File: config.mk
export PLATFORM = sky130hd
export DESIGN_NAME = three_voice_wavetable_noise_synth_core
export DESIGN_NICKNAME = d
export VERILOG_FILES = /design/src/tvws_pkg.sv /design/src/three_voice_wavetable_noise_synth_core.sv /design/src/tvws_front.sv /design/src/tvws_fifo.sv /design/src/tvws_back.sv
export SDC_FILE = /design/constraint.sdc
export NUM_CORES = 2
export LEC_CHECK = 0
export ABC_AREA = 1
export BUFFER_PORTS_ARGS = -buffer_cell sky130_fd_sc_hd__buf_2
export CORE_MARGIN = 2
export CORE_UTILIZATION = 48
export CTS_CLUSTER_DIAMETER = 150
export DETAILED_ROUTE_END_ITERATION = 16
export GPL_TIMING_DRIVEN = 0
export REMOVE_ABC_BUFFERS = 1
export SLEW_MARGIN = 20
export SYNTH_ARGS = -nofsm -noshare
export SYNTH_HDL_FRONTEND = slang
export SYNTH_HIERARCHICAL = 1
export SYNTH_SLANG_ARGS = --single-unit
File: constraint.sdc
create_clock -name clk -period 13.5 [get_ports clk]
set_input_delay 1.35 -clock clk [delete_from_list [all_inputs] [get_ports clk]]
set_output_delay 1.35 -clock clk [all_outputs]
set_load 0.05 [all_outputs]
File: src/tvws_pkg.sv
// ----------------------------------------------------------------------------
// tvws_pkg
// shared constants, types and encodings of the three-voice sound generator
// ----------------------------------------------------------------------------
package tvws_pkg;

    // voice and wave memory geometry
    localparam int VOICE_COUNT  = 3;
    localparam int VOICE_W      = (VOICE_COUNT > 1) ? $clog2(VOICE_COUNT) : 1;
    localparam int CNT_W        = $clog2(VOICE_COUNT + 1);
    localparam int TABLE_COUNT  = 4;
    localparam int TABLE_LENGTH = 64;
    localparam int TBL_W        = $clog2(TABLE_COUNT);
    localparam int OFF_W        = $clog2(TABLE_LENGTH);
    localparam int ADDR_W       = TBL_W + OFF_W;
    localparam int MEM_DEPTH    = TABLE_COUNT * TABLE_LENGTH;

    // command queue between front and back end
    localparam int QUEUE_DEPTH  = 4;
    localparam int QPTR_W       = $clog2(QUEUE_DEPTH);
    localparam int QCNT_W       = $clog2(QUEUE_DEPTH + 1);

    // output slots of the result beat
    localparam int OUT_SLOTS    = 3;

    // per-voice register encodings
    localparam logic [3:0] NOISE_OFF  = 4'd8;
    localparam logic [4:0] NCLK_EVERY = 5'd16;
    localparam logic [7:0] TRI_MASK_NEG = 8'h7e;
    localparam logic [7:0] TRI_MASK_POS = 8'h80;

    // input item kinds
    localparam logic [1:0] KIND_REG  = 2'd0;
    localparam logic [1:0] KIND_WAVE = 2'd1;
    localparam logic [1:0] KIND_TICK = 2'd2;

    // register selects
    localparam logic [2:0] REG_STEP_LO   = 3'd0;
    localparam logic [2:0] REG_STEP_HI   = 3'd1;
    localparam logic [2:0] REG_VOLUME    = 3'd2;
    localparam logic [2:0] REG_TIMBRE    = 3'd3;
    localparam logic [2:0] REG_PHASE_LO  = 3'd4;
    localparam logic [2:0] REG_PHASE_HI  = 3'd5;
    localparam logic [2:0] REG_TIMBRE_EX = 3'd6;

    // timbre codes
    localparam logic [2:0] WV_TABLE0   = 3'd0;
    localparam logic [2:0] WV_TABLE1   = 3'd1;
    localparam logic [2:0] WV_TABLE2   = 3'd2;
    localparam logic [2:0] WV_TABLE3   = 3'd3;
    localparam logic [2:0] WV_FLAT     = 3'd4;
    localparam logic [2:0] WV_SAW      = 3'd5;
    localparam logic [2:0] WV_SQUARE   = 3'd6;
    localparam logic [2:0] WV_TRIANGLE = 3'd7;

    // configuration register indexes
    localparam logic [1:0] CFG_EXT_TABLES = 2'd0;
    localparam logic [1:0] CFG_SOUND_ON   = 2'd1;

    typedef enum logic [1:0] {
        OP_REG,
        OP_WAVE,
        OP_TICK
    } op_t;

    typedef struct packed {
        op_t              op;
        logic [1:0]       voice;
        logic [2:0]       register_select;
        logic [TBL_W-1:0] table_select;
        logic [OFF_W-1:0] table_offset;
        logic [7:0]       data;
    } cmd_t;

    typedef struct packed {
        logic ext_tables;
        logic sound_on;
    } cfg_t;

    typedef enum logic [1:0] {
        ST_IDLE,
        ST_RUN,
        ST_OUT
    } back_state_t;

endpackage

File: src/three_voice_wavetable_noise_synth_core.sv
// ----------------------------------------------------------------------------
// three_voice_wavetable_noise_synth_core
// three-voice wave-table / noise sound generator with command queue
// ----------------------------------------------------------------------------
// Input beats are voice register writes, wave memory byte writes or sample
// ticks; only a tick yields a result beat. The front end takes a beat in the
// cycle it arrives whenever the four-entry command queue has room, and drops
// beats with no effect (unused kind, unused register select, voice out of
// range). The back end takes one command per cycle while it is idle. A
// register or wave memory write is done as the command is taken. A tick
// with sound on holds the back end: the command is taken, each voice in
// turn passes through the single shared voice unit, the registered wave
// memory read and volume scaling of the last voice follow, and the result
// register is loaded. A tick with sound off bypasses the unit and shows zero
// samples with the current phases. A finished result waits in the output
// register while further beats queue up; the back end only stalls when a
// second tick is ready to be shown before the first was taken. Wave memory
// reads back as zero from reset on through per-entry valid bits, so there
// is no clearing pass. Configuration writes are taken in every cycle.
// ----------------------------------------------------------------------------
module three_voice_wavetable_noise_synth_core
    import tvws_pkg::*;
(
    input  logic        clk,
    input  logic        rst_n,
    // command input
    input  logic        in_valid,
    output logic        in_ready,
    input  logic [1:0]  kind,
    input  logic [1:0]  voice,
    input  logic [2:0]  register_select,
    input  logic [1:0]  table_select,
    input  logic [5:0]  table_offset,
    input  logic [7:0]  data,
    // result output
    output logic        out_valid,
    input  logic        out_ready,
    output logic [15:0] mix,
    output logic [13:0] voice0_sample,
    output logic [13:0] voice1_sample,
    output logic [13:0] voice2_sample,
    output logic [15:0] phase0,
    output logic [15:0] phase1,
    output logic [15:0] phase2,
    // configuration write
    input  logic        cfg_valid,
    output logic        cfg_ready,
    input  logic [1:0]  cfg_index,
    input  logic        cfg_data
);

    // configuration registers
    logic ext_tables_reg;
    logic sound_on_reg;
    cfg_t cfg;

    // queue hookup
    logic q_push;
    logic q_pop;
    logic q_full;
    logic q_empty;
    cmd_t q_in;
    cmd_t q_out;

    // config writes never stall
    assign cfg_ready = 1'b1;

    always_ff @(posedge clk or negedge rst_n)
    begin
        if (!rst_n)
        begin
            ext_tables_reg <= 1'b0;
            sound_on_reg   <= 1'b0;
        end
        else if (cfg_valid && cfg_ready)
        begin
            // unknown indexes are ignored
            if (cfg_index == CFG_EXT_TABLES)
            begin
                ext_tables_reg <= cfg_data;
            end
            else if (cfg_index == CFG_SOUND_ON)
            begin
                sound_on_reg <= cfg_data;
            end
        end
    end

    assign cfg.ext_tables = ext_tables_reg;
    assign cfg.sound_on   = sound_on_reg;

    // accept and classify
    tvws_front u_front (
        .in_valid        (in_valid),
        .in_ready        (in_ready),
        .kind            (kind),
        .voice           (voice),
        .register_select (register_select),
        .table_select    (table_select),
        .table_offset    (table_offset),
        .data            (data),
        .q_full          (q_full),
        .q_push          (q_push),
        .q_cmd           (q_in)
    );

    // decouples input acceptance from tick processing
    tvws_fifo u_fifo (
        .clk      (clk),
        .rst_n    (rst_n),
        .push     (q_push),
        .push_cmd (q_in),
        .pop      (q_pop),
        .pop_cmd  (q_out),
        .full     (q_full),
        .empty    (q_empty)
    );

    // voice state, wave memory, shared voice unit and result register
    tvws_back u_back (
        .clk           (clk),
        .rst_n         (rst_n),
        .cfg           (cfg),
        .q_empty       (q_empty),
        .q_cmd         (q_out),
        .q_pop         (q_pop),
        .out_valid     (out_valid),
        .out_ready     (out_ready),
        .mix           (mix),
        .voice0_sample (voice0_sample),
        .voice1_sample (voice1_sample),
        .voice2_sample (voice2_sample),
        .phase0        (phase0),
        .phase1        (phase1),
        .phase2        (phase2)
    );

endmodule

File: src/tvws_front.sv
// ----------------------------------------------------------------------------
// tvws_front
// accepts input beats, drops the ones without effect and turns the rest
// into queue commands
// ----------------------------------------------------------------------------
module tvws_front
    import tvws_pkg::*;
(
    input  logic       in_valid,
    output logic       in_ready,
    input  logic [1:0] kind,
    input  logic [1:0] voice,
    input  logic [2:0] register_select,
    input  logic [1:0] table_select,
    input  logic [5:0] table_offset,
    input  logic [7:0] data,
    input  logic       q_full,
    output logic       q_push,
    output cmd_t       q_cmd
);

    logic keep;
    op_t  op;

    always_comb
    begin
        keep = 1'b0;
        op   = OP_TICK;
        unique case (kind)
            KIND_REG:
            begin
                op   = OP_REG;
                keep = (32'(voice) < VOICE_COUNT) && (register_select <= REG_TIMBRE_EX);
            end
            KIND_WAVE:
            begin
                op   = OP_WAVE;
                keep = 1'b1;
            end
            KIND_TICK:
            begin
                op   = OP_TICK;
                keep = 1'b1;
            end
            default:
            begin
                op   = OP_TICK;
                keep = 1'b0;
            end
        endcase
    end

    assign in_ready = !q_full;
    assign q_push   = in_valid && in_ready && keep;

    assign q_cmd.op              = op;
    assign q_cmd.voice           = voice;
    assign q_cmd.register_select = register_select;
    assign q_cmd.table_select    = TBL_W'(table_select);
    assign q_cmd.table_offset    = OFF_W'(table_offset);
    assign q_cmd.data            = data;

endmodule

File: src/tvws_fifo.sv
// ----------------------------------------------------------------------------
// tvws_fifo
// short command queue between the front and back end
// ----------------------------------------------------------------------------
module tvws_fifo
    import tvws_pkg::*;
(
    input  logic clk,
    input  logic rst_n,
    input  logic push,
    input  cmd_t push_cmd,
    input  logic pop,
    output cmd_t pop_cmd,
    output logic full,
    output logic empty
);

    cmd_t              store_reg [QUEUE_DEPTH];
    logic [QPTR_W-1:0] wr_ptr_reg;
    logic [QPTR_W-1:0] wr_ptr_next;
    logic [QPTR_W-1:0] rd_ptr_reg;
    logic [QPTR_W-1:0] rd_ptr_next;
    logic [QCNT_W-1:0] count_reg;
    logic [QCNT_W-1:0] count_next;
    logic              do_push;
    logic              do_pop;

    assign full    = (32'(count_reg) == QUEUE_DEPTH);
    assign empty   = (count_reg == '0);
    assign do_push = push && !full;
    assign do_pop  = pop && !empty;
    assign pop_cmd = store_reg[rd_ptr_reg];

    always_comb
    begin
        wr_ptr_next = wr_ptr_reg;
        rd_ptr_next = rd_ptr_reg;
        count_next  = count_reg;
        if (do_push)
        begin
            wr_ptr_next = (32'(wr_ptr_reg) == QUEUE_DEPTH - 1) ? '0 : wr_ptr_reg + 1'b1;
        end
        if (do_pop)
        begin
            rd_ptr_next = (32'(rd_ptr_reg) == QUEUE_DEPTH - 1) ? '0 : rd_ptr_reg + 1'b1;
        end
        if (do_push && !do_pop)
        begin
            count_next = count_reg + 1'b1;
        end
        else if (do_pop && !do_push)
        begin
            count_next = count_reg - 1'b1;
        end
    end

    always_ff @(posedge clk or negedge rst_n)
    begin
        if (!rst_n)
        begin
            wr_ptr_reg <= '0;
            rd_ptr_reg <= '0;
            count_reg  <= '0;
        end
        else
        begin
            wr_ptr_reg <= wr_ptr_next;
            rd_ptr_reg <= rd_ptr_next;
            count_reg  <= count_next;
        end
    end

    always_ff @(posedge clk)
    begin
        if (do_push)
        begin
            store_reg[wr_ptr_reg] <= push_cmd;
        end
    end

endmodule

File: src/tvws_back.sv
// ----------------------------------------------------------------------------
// tvws_back
// executes queued commands: voice register writes, wave memory writes and
// sample ticks through one shared voice unit, plus the result register
// ----------------------------------------------------------------------------
module tvws_back
    import tvws_pkg::*;
(
    input  logic         clk,
    input  logic         rst_n,
    input  cfg_t         cfg,
    input  logic         q_empty,
    input  cmd_t         q_cmd,
    output logic         q_pop,
    output logic         out_valid,
    input  logic         out_ready,
    output logic [15:0]  mix,
    output logic [13:0]  voice0_sample,
    output logic [13:0]  voice1_sample,
    output logic [13:0]  voice2_sample,
    output logic [15:0]  phase0,
    output logic [15:0]  phase1,
    output logic [15:0]  phase2
);

    // sequencer
    back_state_t        state_reg;
    back_state_t        state_next;
    logic [CNT_W-1:0]   cnt_reg;
    logic               calc_en;
    logic               load_out;
    logic               tick_pop;
    logic               reg_wr;
    logic               wave_wr;

    // per-voice state
    logic [15:0]        step_reg   [VOICE_COUNT];
    logic [15:0]        phase_reg  [VOICE_COUNT];
    logic [5:0]         mant_reg   [VOICE_COUNT];
    logic [2:0]         exp_reg    [VOICE_COUNT];
    logic [2:0]         choice_reg [VOICE_COUNT];
    logic [3:0]         ndepth_reg [VOICE_COUNT];
    logic [4:0]         nclk_reg   [VOICE_COUNT];
    logic [15:0]        lfsr_reg   [VOICE_COUNT];

    // wave memory, valid bits stand in for the reset clear
    logic [7:0]         wave_mem   [MEM_DEPTH];
    logic               wave_vld_reg [MEM_DEPTH];
    logic [7:0]         mem_q_reg;
    logic               vld_q_reg;
    logic [ADDR_W-1:0]  rd_addr;
    logic [ADDR_W-1:0]  wr_addr;

    // voice unit, first step
    logic [VOICE_W-1:0] cv;
    logic [VOICE_W-1:0] rv;
    logic [15:0]        ph_old;
    logic [15:0]        ph_now;
    logic [15:0]        rise_bits;
    logic               lfsr_step;
    logic [15:0]        lfsr_new;
    logic signed [15:0] noise_mod;
    logic [15:0]        pos;

    // voice unit, second step
    logic               s_valid_reg;
    logic [VOICE_W-1:0] s_voice_reg;
    logic [7:0]         s_hi_reg;
    logic [2:0]         s_choice_reg;
    logic [5:0]         s_mant_reg;
    logic [2:0]         s_exp_reg;
    logic signed [7:0]  raw;
    logic signed [7:0]  entry;
    logic [7:0]         tri_byte;
    logic signed [14:0] raw_x;
    logic signed [14:0] mant_x;
    logic signed [14:0] prod;
    logic signed [14:0] scaled;
    logic [13:0]        sample;

    // tick accumulation and result register
    logic [15:0]        acc_reg;
    logic [13:0]        smp_reg    [OUT_SLOTS];
    logic [15:0]        ph_src     [OUT_SLOTS];
    logic               out_valid_reg;
    logic [15:0]        out_mix_reg;
    logic [13:0]        out_smp_reg [OUT_SLOTS];
    logic [15:0]        out_ph_reg  [OUT_SLOTS];

    // ------------------------------------------------------------------
    // control
    // ------------------------------------------------------------------
    always_comb
    begin
        state_next = state_reg;
        unique case (state_reg)
            ST_IDLE:
            begin
                if (!q_empty && q_cmd.op == OP_TICK)
                begin
                    state_next = cfg.sound_on ? ST_RUN : ST_OUT;
                end
            end
            ST_RUN:
            begin
                if (32'(cnt_reg) >= VOICE_COUNT)
                begin
                    state_next = ST_OUT;
                end
            end
            ST_OUT:
            begin
                if (!out_valid_reg || out_ready)
                begin
                    state_next = ST_IDLE;
                end
            end
            default:
            begin
                state_next = ST_IDLE;
            end
        endcase
    end

    always_comb
    begin
        q_pop    = 1'b0;
        calc_en  = 1'b0;
        load_out = 1'b0;
        unique case (state_reg)
            ST_IDLE:
            begin
                q_pop = !q_empty;
            end
            ST_RUN:
            begin
                calc_en = (32'(cnt_reg) < VOICE_COUNT);
            end
            ST_OUT:
            begin
                load_out = !out_valid_reg || out_ready;
            end
            default:
            begin
                q_pop = 1'b0;
            end
        endcase
    end

    assign tick_pop = q_pop && (q_cmd.op == OP_TICK);
    assign reg_wr   = q_pop && (q_cmd.op == OP_REG);
    assign wave_wr  = q_pop && (q_cmd.op == OP_WAVE);

    always_ff @(posedge clk or negedge rst_n)
    begin
        if (!rst_n)
        begin
            state_reg   <= ST_IDLE;
            cnt_reg     <= '0;
            s_valid_reg <= 1'b0;
        end
        else
        begin
            state_reg   <= state_next;
            s_valid_reg <= calc_en;
            if (tick_pop)
            begin
                cnt_reg <= '0;
            end
            else if (calc_en)
            begin
                cnt_reg <= cnt_reg + 1'b1;
            end
        end
    end

    // ------------------------------------------------------------------
    // voice unit, first step: phase, noise generator, lookup position
    // ------------------------------------------------------------------
    assign cv = cnt_reg[VOICE_W-1:0];
    assign rv = VOICE_W'(q_cmd.voice);

    always_comb
    begin
        ph_old    = phase_reg[cv];
        ph_now    = ph_old + step_reg[cv];
        rise_bits = ph_now & ~ph_old;
        lfsr_step = nclk_reg[cv][4] || rise_bits[nclk_reg[cv][3:0]];
        lfsr_new  = lfsr_step ? {lfsr_reg[cv][3] ^ lfsr_reg[cv][0], lfsr_reg[cv][15:1]}
                              : lfsr_reg[cv];
        noise_mod = ndepth_reg[cv][3] ? 16'sd0
                                      : ($signed(lfsr_new) >>> ndepth_reg[cv][2:0]);
        pos       = ph_now + noise_mod;
        rd_addr   = {choice_reg[cv][TBL_W-1:0], pos[15 -: OFF_W]};
    end

    always_ff @(posedge clk or negedge rst_n)
    begin
        if (!rst_n)
        begin
            for (int i = 0; i < VOICE_COUNT; i++)
            begin
                step_reg[i]   <= '0;
                phase_reg[i]  <= '0;
                mant_reg[i]   <= '0;
                exp_reg[i]    <= '0;
                choice_reg[i] <= '0;
                ndepth_reg[i] <= NOISE_OFF;
                nclk_reg[i]   <= NCLK_EVERY;
                lfsr_reg[i]   <= 16'd1;
            end
        end
        else if (reg_wr)
        begin
            unique case (q_cmd.register_select)
                REG_STEP_LO:   step_reg[rv][7:0]   <= q_cmd.data;
                REG_STEP_HI:   step_reg[rv][15:8]  <= q_cmd.data;
                REG_VOLUME:
                begin
                    mant_reg[rv] <= {1'b1, q_cmd.data[3:1], 2'b00};
                    exp_reg[rv]  <= q_cmd.data[6:4];
                end
                REG_TIMBRE:
                begin
                    choice_reg[rv] <= q_cmd.data[2:0];
                    ndepth_reg[rv] <= q_cmd.data[7] ? {1'b0, ~q_cmd.data[6:4]} : NOISE_OFF;
                end
                REG_PHASE_LO:  phase_reg[rv][7:0]  <= q_cmd.data;
                REG_PHASE_HI:  phase_reg[rv][15:8] <= q_cmd.data;
                REG_TIMBRE_EX:
                begin
                    nclk_reg[rv] <= q_cmd.data[7] ? {1'b0, q_cmd.data[7:4]} : NCLK_EVERY;
                end
                default:
                begin
                    step_reg[rv] <= step_reg[rv];
                end
            endcase
        end
        else if (calc_en)
        begin
            phase_reg[cv] <= ph_now;
            lfsr_reg[cv]  <= lfsr_new;
        end
    end

    always_ff @(posedge clk)
    begin
        if (calc_en)
        begin
            s_voice_reg  <= cv;
            s_hi_reg     <= pos[15:8];
            s_choice_reg <= choice_reg[cv];
            s_mant_reg   <= mant_reg[cv];
            s_exp_reg    <= exp_reg[cv];
        end
    end

    // ------------------------------------------------------------------
    // wave memory
    // ------------------------------------------------------------------
    assign wr_addr = {q_cmd.table_select, q_cmd.table_offset};

    always_ff @(posedge clk)
    begin
        if (wave_wr)
        begin
            wave_mem[wr_addr] <= q_cmd.data;
        end
        mem_q_reg <= wave_mem[rd_addr];
    end

    always_ff @(posedge clk or negedge rst_n)
    begin
        if (!rst_n)
        begin
            for (int i = 0; i < MEM_DEPTH; i++)
            begin
                wave_vld_reg[i] <= 1'b0;
            end
            vld_q_reg <= 1'b0;
        end
        else
        begin
            if (wave_wr)
            begin
                wave_vld_reg[wr_addr] <= 1'b1;
            end
            vld_q_reg <= wave_vld_reg[rd_addr];
        end
    end

    // ------------------------------------------------------------------
    // voice unit, second step: raw sample and volume scaling
    // ------------------------------------------------------------------
    always_comb
    begin
        entry    = vld_q_reg ? $signed(mem_q_reg ^ TRI_MASK_POS) : -8'sd128;
        tri_byte = {s_hi_reg[6:0], 1'b0} ^ (s_hi_reg[7] ? TRI_MASK_NEG : TRI_MASK_POS);
        unique case (s_choice_reg)
            WV_TABLE0:   raw = entry;
            WV_TABLE1:   raw = entry;
            WV_TABLE2:   raw = cfg.ext_tables ? entry : 8'sd0;
            WV_TABLE3:   raw = cfg.ext_tables ? entry : 8'sd0;
            WV_FLAT:     raw = -8'sd1;
            WV_SAW:      raw = $signed(s_hi_reg);
            WV_SQUARE:   raw = s_hi_reg[7] ? -8'sd128 : 8'sd127;
            WV_TRIANGLE: raw = $signed(tri_byte);
            default:     raw = -8'sd1;
        endcase
        raw_x  = 15'(raw);
        mant_x = 15'($signed({1'b0, s_mant_reg}));
        prod   = raw_x * mant_x;
        scaled = prod >>> s_exp_reg;
        sample = scaled[13:0];
    end

    always_ff @(posedge clk)
    begin
        if (tick_pop)
        begin
            acc_reg <= '0;
            for (int i = 0; i < OUT_SLOTS; i++)
            begin
                smp_reg[i] <= '0;
            end
        end
        else if (s_valid_reg)
        begin
            acc_reg <= acc_reg + 16'($signed(sample));
            for (int i = 0; i < OUT_SLOTS; i++)
            begin
                if (32'(s_voice_reg) == i)
                begin
                    smp_reg[i] <= sample;
                end
            end
        end
    end

    // ------------------------------------------------------------------
    // result register
    // ------------------------------------------------------------------
    for (genvar g = 0; g < OUT_SLOTS; g++)
    begin : g_slot
        if (g < VOICE_COUNT)
        begin : g_live
            assign ph_src[g] = phase_reg[g];
        end
        else
        begin : g_absent
            assign ph_src[g] = '0;
        end
    end

    always_ff @(posedge clk or negedge rst_n)
    begin
        if (!rst_n)
        begin
            out_valid_reg <= 1'b0;
        end
        else if (load_out)
        begin
            out_valid_reg <= 1'b1;
        end
        else if (out_ready)
        begin
            out_valid_reg <= 1'b0;
        end
    end

    always_ff @(posedge clk)
    begin
        if (load_out)
        begin
            out_mix_reg <= acc_reg;
            for (int i = 0; i < OUT_SLOTS; i++)
            begin
                out_smp_reg[i] <= smp_reg[i];
                out_ph_reg[i]  <= ph_src[i];
            end
        end
    end

    assign out_valid     = out_valid_reg;
    assign mix           = out_mix_reg;
    assign voice0_sample = out_smp_reg[0];
    assign voice1_sample = out_smp_reg[1];
    assign voice2_sample = out_smp_reg[2];
    assign phase0        = out_ph_reg[0];
    assign phase1        = out_ph_reg[1];
    assign phase2        = out_ph_reg[2];

    // ------------------------------------------------------------------
    // assertions
    // ------------------------------------------------------------------
    a_scale_follows_calc: assert property (@(posedge clk) disable iff (!rst_n)
        s_valid_reg |-> $past(calc_en))
        else $error("scale step without a preceding voice step");

    a_out_after_drain: assert property (@(posedge clk) disable iff (!rst_n)
        (state_reg == ST_OUT) |-> !s_valid_reg)
        else $error("result loaded before last voice was scaled");

    a_cnt_in_range: assert property (@(posedge clk) disable iff (!rst_n)
        (state_reg == ST_RUN) |-> (32'(cnt_reg) <= VOICE_COUNT))
        else $error("voice counter ran past the last voice");

endmodule
* Word level (Yosys, flattened, before mapping)
Memory sizes are Yosys's and may differ from the RTL's. A register that Yosys moved wholly into a read port is not among the register bits.
Index checks and enable logic that the tools add are counted.
** Word-level totals
- Output and inout port bits :: 109
- Bits of input ports :: 31
- Memories :: 5
- Register bits after elaboration :: 533
- Bits in writable memories :: 2272
- Word-level logic and storage cells :: 533
** Memories
- u_back.wave_mem :: depth 256, bits a word 8, rd ports 1, clocked after memory_dff 1, wr ports 1, line tvws_back.sv:47 : logic [7:0] wave_mem [MEM_DEPTH];
- u_fifo.store_reg :: depth 4, bits a word 23, rd ports 1, clocked after memory_dff 0, wr ports 1, line tvws_fifo.sv:18 : cmd_t store_reg [QUEUE_DEPTH];
- u_back.out_ph_reg :: depth 3, bits a word 16, rd ports 3, clocked after memory_dff 0, wr ports 3, line tvws_back.sv:88 : logic [15:0] out_ph_reg [OUT_SLOTS];
- u_back.out_smp_reg :: depth 3, bits a word 14, rd ports 3, clocked after memory_dff 0, wr ports 3, line tvws_back.sv:87 : logic [13:0] out_smp_reg [OUT_SLOTS];
- u_back.smp_reg :: depth 3, bits a word 14, rd ports 3, clocked after memory_dff 0, wr ports 3, line tvws_back.sv:83 : logic [13:0] smp_reg [OUT_SLOTS];
** Operators by class
- $lt $le $gt $ge :: 12
- Bitwise gates (word level) :: 17
- Reductions and logical operators :: 46
- Multipliers :: 1
- Muxes and demuxes :: 116
- Equality and inequality tests :: 29
- Shifts and indexed selects :: 2
- $add $sub $neg :: 8
** Operator list (count)
- 48-bit bitwise mux :: 7
- 256-bit bitwise OR :: 1
- 16-bit two-way mux :: 13
- 48-bit case mux with 3 select lines :: 1
- 16-bit binary-select mux with 2-bit select :: 4
- 16-bit demux with 2-bit select :: 4
- 48-bit two-way mux :: 2
- 48-bit case mux with 2 select lines :: 1
- 16-bit adder :: 3
- 8-bit case mux with 6 select lines :: 1
- 14-bit two-way mux :: 3
- 8-bit two-way mux :: 5
- 1-bit two-way mux :: 29
- 3-bit == test, second input constant :: 8
- 3-bit two-way mux :: 7
- 5-bit two-way mux :: 4
- 18-bit bitwise mux :: 1
- 9-bit bitwise mux :: 2
- 9-bit greater-or-equal comparator, second input constant :: 2
- 6-bit two-way mux :: 3
- 8-bit inverter with 9-bit output :: 2
- 16-bit bitwise AND :: 1
- 2-bit two-way mux :: 8
- 4-bit two-way mux :: 4
- 52 further kinds :: 115

* Logic depth before layout (Yosys ltp)
- Depth after elaboration :: 17
- Depth in mapped cells :: 56
- Gate-level depth less buffers :: 49

* By module
Netlist, hierarchy kept.
** Modules (own cells, without submodules)
- tvws_back :: cells each 12078, area an instance 119971.3 um^2, sequential area each 78646.7 um^2, instances 1
- tvws_fifo :: cells each 329, area an instance 4174.0 um^2, sequential area each 2937.8 um^2, instances 1
- tvws_front :: cells each 36, area an instance 256.5 um^2, sequential area each 0.0 um^2, instances 1
- three_voice_wavetable_noise_synth_core :: cells each 14, area an instance 106.4 um^2, sequential area each 50.0 um^2, instances 1

* Worst setup path after synthesis
OpenSTA, ideal clock, no wires.
- Path kind :: register -> register
- From :: register u_back.cnt_reg[0]
- To :: register u_back.vld_q_reg
- Cell stages (with the launch flop) :: 54
- Slack :: 6.491 ns
- Required time :: 13.380 ns
- Buffers on the path :: 9
- Period minus slack after synthesis :: 7.009 ns
- Arrival time :: 6.889 ns
- Library setup time :: 0.120 ns
- Path through :: dfrtp_1 > inv_2 > buf_6 > buf_6 > clkbuf_1 > clkbuf_1 > buf_1 > a21oi_1 > o21ai_0 > o21ai_0 > ha_1 > fa_1 > nand2_1 > nand2_1 > nand3_1 > nand3_1 > and2_1 > buf_2 > [... 18 more ...] > nor2_1 > a211oi_1 > o21ai_0 > a31oi_1 > nand3_2 > nand2_2 > buf_6 > buf_6 > buf_2 > nand2_1 > nand3_1 > nand3_1 > nand3_1 > nand3_1 > nand3_1 > nand3_1 > nand3_1 > nand2_1
** Between the ends
- Cells in the longest elaborated chain, start to end :: 17
- Elaborated cells on any way between the ends :: 34
- Those cells by class :: 2 x add/sub; 1 x shift; 25 x mux; 5 x bitwise; 1 x reduce/logical
** RTL lines
- start, declared :: line tvws_back.sv:29 : logic [CNT_W-1:0] cnt_reg;
- start signal, assigned :: line tvws_back.sv:172 : cnt_reg <= cnt_reg + 1'b1;
- 2-bit inverter with 3-bit output (not written as such) (*)
- 16-bit binary-select mux with 2-bit select, on equally long branches :: line tvws_back.sv:185, tvws_back.sv:186
- 16-bit two-way mux, on equally long branches (2 in a row) :: line tvws_back.sv:185, tvws_back.sv:186
- 16-bit adder or 16-bit inverter (tied branches) :: line tvws_back.sv:186, tvws_back.sv:187
- 16-bit bitwise AND :: line tvws_back.sv:187 : rise_bits = ph_now & ~ph_old;
- 1-bit binary-select mux with 4-bit select :: line tvws_back.sv:188 : lfsr_step = nclk_reg[cv][4] || rise_bits[nclk_reg[cv][3:0]];
- 1-bit two-way mux (not written as such) :: line tvws_back.sv:188
- 1-bit logical OR :: line tvws_back.sv:188
- 16-bit two-way mux :: line tvws_back.sv:189 : lfsr_new = lfsr_step ? {lfsr_reg[cv][3] ^ lfsr_reg[cv][0], lfsr_reg[cv][15:1]}
- 16-bit by 3-bit >>> shifter with 16-bit output :: line tvws_back.sv:192 : : ($signed(lfsr_new) >>> ndepth_reg[cv][2:0]);
- 16-bit two-way mux :: line tvws_back.sv:191 : noise_mod = ndepth_reg[cv][3] ? 16'sd0
- 16-bit adder :: line tvws_back.sv:193 : pos = ph_now + noise_mod;
- 8-bit inverter with 9-bit output (not written as such) (*) :: line tvws_back.sv:289 : vld_q_reg <= wave_vld_reg[rd_addr];
- 1-bit binary-select mux with 8-bit select (*) :: line tvws_back.sv:289
- 1-bit two-way mux (not written as such) (*) (2 in a row) :: line tvws_back.sv:289
- end signal, assigned :: line tvws_back.sv:289
- end, declared :: line tvws_back.sv:50 : logic vld_q_reg;
Every way passes the cells marked *; elsewhere a longest branch is shown, timed or not. The select of a mux whose other input is x is not followed.
A chain may end at the register's enable or synchronous reset.

* Worst setup path in the final report
- From :: register u_back.cnt_reg[0]
- To :: register u_back.mem_q_reg[5] (read register of u_back.wave_mem)
** Between the ends
- Cells in the longest elaborated chain, start to end :: 13
- Elaborated cells on any way between the ends :: 30
- Those cells by class :: 2 x add/sub; 1 x shift; 22 x mux; 4 x bitwise; 1 x reduce/logical
** RTL lines
- 2-bit inverter with 3-bit output (not written as such) (*)
- 16-bit binary-select mux with 2-bit select, on equally long branches :: line tvws_back.sv:185, tvws_back.sv:186
- 16-bit two-way mux, on equally long branches (2 in a row) :: line tvws_back.sv:185, tvws_back.sv:186
- 16-bit adder or 16-bit inverter (tied branches) :: line tvws_back.sv:186, tvws_back.sv:187
- 16-bit bitwise AND :: line tvws_back.sv:187
- 1-bit binary-select mux with 4-bit select :: line tvws_back.sv:188
- 1-bit two-way mux (not written as such) :: line tvws_back.sv:188
- 1-bit logical OR :: line tvws_back.sv:188
- 16-bit two-way mux :: line tvws_back.sv:189
- 16-bit by 3-bit >>> shifter with 16-bit output :: line tvws_back.sv:192
- 16-bit two-way mux :: line tvws_back.sv:191
- 16-bit adder :: line tvws_back.sv:193
- end, declared :: line tvws_back.sv:49 : logic [7:0] mem_q_reg;
Marks and branches as above.

==> flow_metrics.tcl <==
set metrics [dict create \
    status "complete, no violations" \
    finalHoldViolations 0 \
    crit_top_cell "nand2_1" \
    cts_tree "done" \
    viasPerCell 5.55 \
    grt_max_degree 115 \
    critical_path_buf_inv_count 9 \
    critical-path-slowest-cell "o21ai_0" \
    crit_path_max_incr_delay_ns 0.90 \
    largest_reg_flops 2048 \
    nets 12500 \
    holdBufCountCts 0 \
    ff2ff_setup_slack_ns 0.57 \
    clock-root-buffer "clkbuf_16" \
    drt_wl_total_mm 349 \
    endpoint_kind "flip-flop" \
    htree_levels 5 \
    cp.arrival_ns 13.68 \
    start_util_pct 48.4 \
    slew_headroom_pct 19.4 \
    post_dp_cell_area_um2 130000 \
    crit-reg2reg-launch "u_back/cnt_reg[0]" \
    synth.ff_latch_count 2805 \
    route.detailed.wl_per_inst_um 21.8 \
    fin_cells 16000 \
    cp.required_ns 14.25 \
    grt_pass1_wl_mm 522 \
    fillCellCount 22100 \
    multi_input_area_um2 35100 \
    grt_pass1_vias 84700 \
    clk_pin_slew_ns 0.06 \
    seq_area_um2 81600 \
    endpoint "u_back/mem_q_reg[5]" \
    synth_edf_count 2308 \
    ys_warn_count 6 \
    drive_gt1_share_pct 7.62 \
    final_max_slew_viol_count 0 \
    placed_cells 15400 \
    ys_seq_area_share_pct 65.6 \
    synth_top_area_share_pct 55.7 \
    ys.flop_type "edfxtp_1" \
    synthTopCellsByCount "nand2_1, edfxtp_1, nand3_1" \
    cts_made_buffers 311 \
    fin_area_um2 140000 \
    worst-path-max-fanout 105 \
    rows 186 \
    gp_congestion 0.877 \
    syn-cell-area_um2 125000 \
    reg2reg_to "u_back/mem_q_reg[5]" \
    cap_violations 0 \
    firstDrtPassIters 8 \
    track_usage_pct 25.9 \
    synthCells 12500 \
    grt_overflow 0 \
    synth_area_per_cell_um2 10.0 \
    critPathTopFamily "simple AND/OR/NAND/NOR gates" \
    critPathKind "flip-flop to flip-flop" \
    fin_crit_ns 12.93 \
    io_pins 140 \
    r2r_cells 50 \
    clockBufferDepth 4 \
    hp-class "flip-flop to flip-flop" \
    hpwlAfterDp_mm 207 \
    fmax_mhz 77.3 \
    cp_num_cells 50 \
    antenna_found_initial 13 \
    yosysTopAreaCell "edfxtp_1" \
    core-area_um2 257000 \
    synth_most_common_cell "nand2_1" \
    synth_area_leaders "edfxtp_1, nand2_1, dfrtp_1" \
    tightest_slew_ns 1.20 \
    postRouteAntennaNets 0 \
    start_kind "flip-flop" \
    die-area_um2 263000 \
    vias 88600 \
    crit_start "u_back/cnt_reg[0]" \
    setup_tns_ns 0 \
    dieWidth_um 513 \
    skew_ns 0.0710 \
    rsz0062_at_grt "false" \
    ys_types 62 \
    area_growth_pct 12.2 \
    die_h_um 513 \
    post-route-period-util_pct 95.8 \
    io_buffers 138 \
    first_iter_violations 9645 \
    ys_async_sr_fraction_pct 16.9 \
    setup_violations 0 \
    clkLatencyLatePin_ns 0.95 \
    drc 0 \
    clock_sinks 2805 \
]
## cell families (layout without fill, tap and decap cells)
family                     after synthesis  in the layout  synth area share [%]
and+or+nand+nor                       6664           6666                  22.4
DFF                                   2805           2805                  65.6
buffers and inverters                 2006           2133                  6.63
AOI/OAI and AO/OA                      821            821                  3.79
adders and majority gates              117            117                  1.30
xor gates and xnor gates                37             37                 0.272
muxes                                    6              6                0.0502
other                                    1              3               0.00301
## per-stage QoR
step           setup WS [ns]  hold slack [ns]  util (%)
2_1_floorplan         -10.25            0.400         -
3_3_place_gp          -42.13            0.403      49.0
3_5_place_dp           0.544            0.405      50.5
4_1_cts                0.512            0.413      54.2
5_1_grt               0.0518            0.426      54.3
6_report               0.570            0.416      54.3
## layout by cell type (no fill, tap or decap), types with 17 or more instances in the layout
cell,count
nand3_1,1873
clkinv_2,50
clkbuf_1,93
buf_16,99
nand2_1,4093
o211ai_1,44
clkbuf_8,26
dfrtp_1,461
dfxtp_1,24
xor2_1,19
buf_12,34
nand2_4,28
o22ai_1,40
buf_2,137
edfxtp_1,2308
o32ai_1,33
ha_1,97
o21ai_0,469
a21oi_1,100
a31oi_1,35
inv_1,1277
nor2_1,453
clkbuf_16,317
or2_2,136
o21bai_1,17
clkinv_1,35
o21ai_1,24
fa_1,20
## worst reg2reg max path: cells and delay by family (launching register included)
kind            cells  cell delay [ns]
flops               1             0.75
simple gates       30             5.95
compound gates      9             2.77
fa+ha+maj           2             0.83
buf+inv             9             2.46
## worst min path at each step
stage,startpoint,end,slack (ns),cells past startpoint
floorplan,u_back/smp_reg[0][0],u_back/out_smp_reg[0][0],0.40,0
global placement,u_back/smp_reg[0][33],u_back/out_smp_reg[0][33],0.40,0
detailed placement,u_back/smp_reg[0][15],u_back/out_smp_reg[0][15],0.40,0
CTS,u_back/smp_reg[0][29],u_back/out_smp_reg[0][29],0.41,0
global route,u_back/smp_reg[0][9],u_back/out_smp_reg[0][9],0.43,0
finish,u_back/smp_reg[0][29],u_back/out_smp_reg[0][29],0.42,0
## per-layer routing
metal  wire length [um]  part of all wire, %  up-vias  GRT usage [%]
met5                 36                0.010        -              0
met4              12800                  3.7        6           9.26
met3              27900                  8.0      677           4.02
met2             162000                   47     3582           41.5
met1             146000                   42    43200           35.8
li1                   -                    -    41100              -
## layout make-up
| class | count | area share (%) |
|---|---|---|
| Antenna cell | 2 | 0.00358 |
| Clock buffer | 436 | 6.18 |
| Clock inverter | 114 | 0.699 |
| Inverter | 1295 | 3.50 |
| Multi-Input combinational cell | 7648 | 25.1 |
| Sequential cell | 2805 | 58.4 |
| Tap cell | 3384 | 3.03 |
| Timing Repair Buffer | 288 | 3.05 |
## timing repair
item / 4_1_cts / 5_1_grt
setup buffers: 0 / 4
endpoints found under the setup margin: 0 / 8
resized for setup: 0 / 6
Power is left out: the tool's default activity adds up to more than one toggle a clock period on the data nets, which glitch-free logic cannot reach.
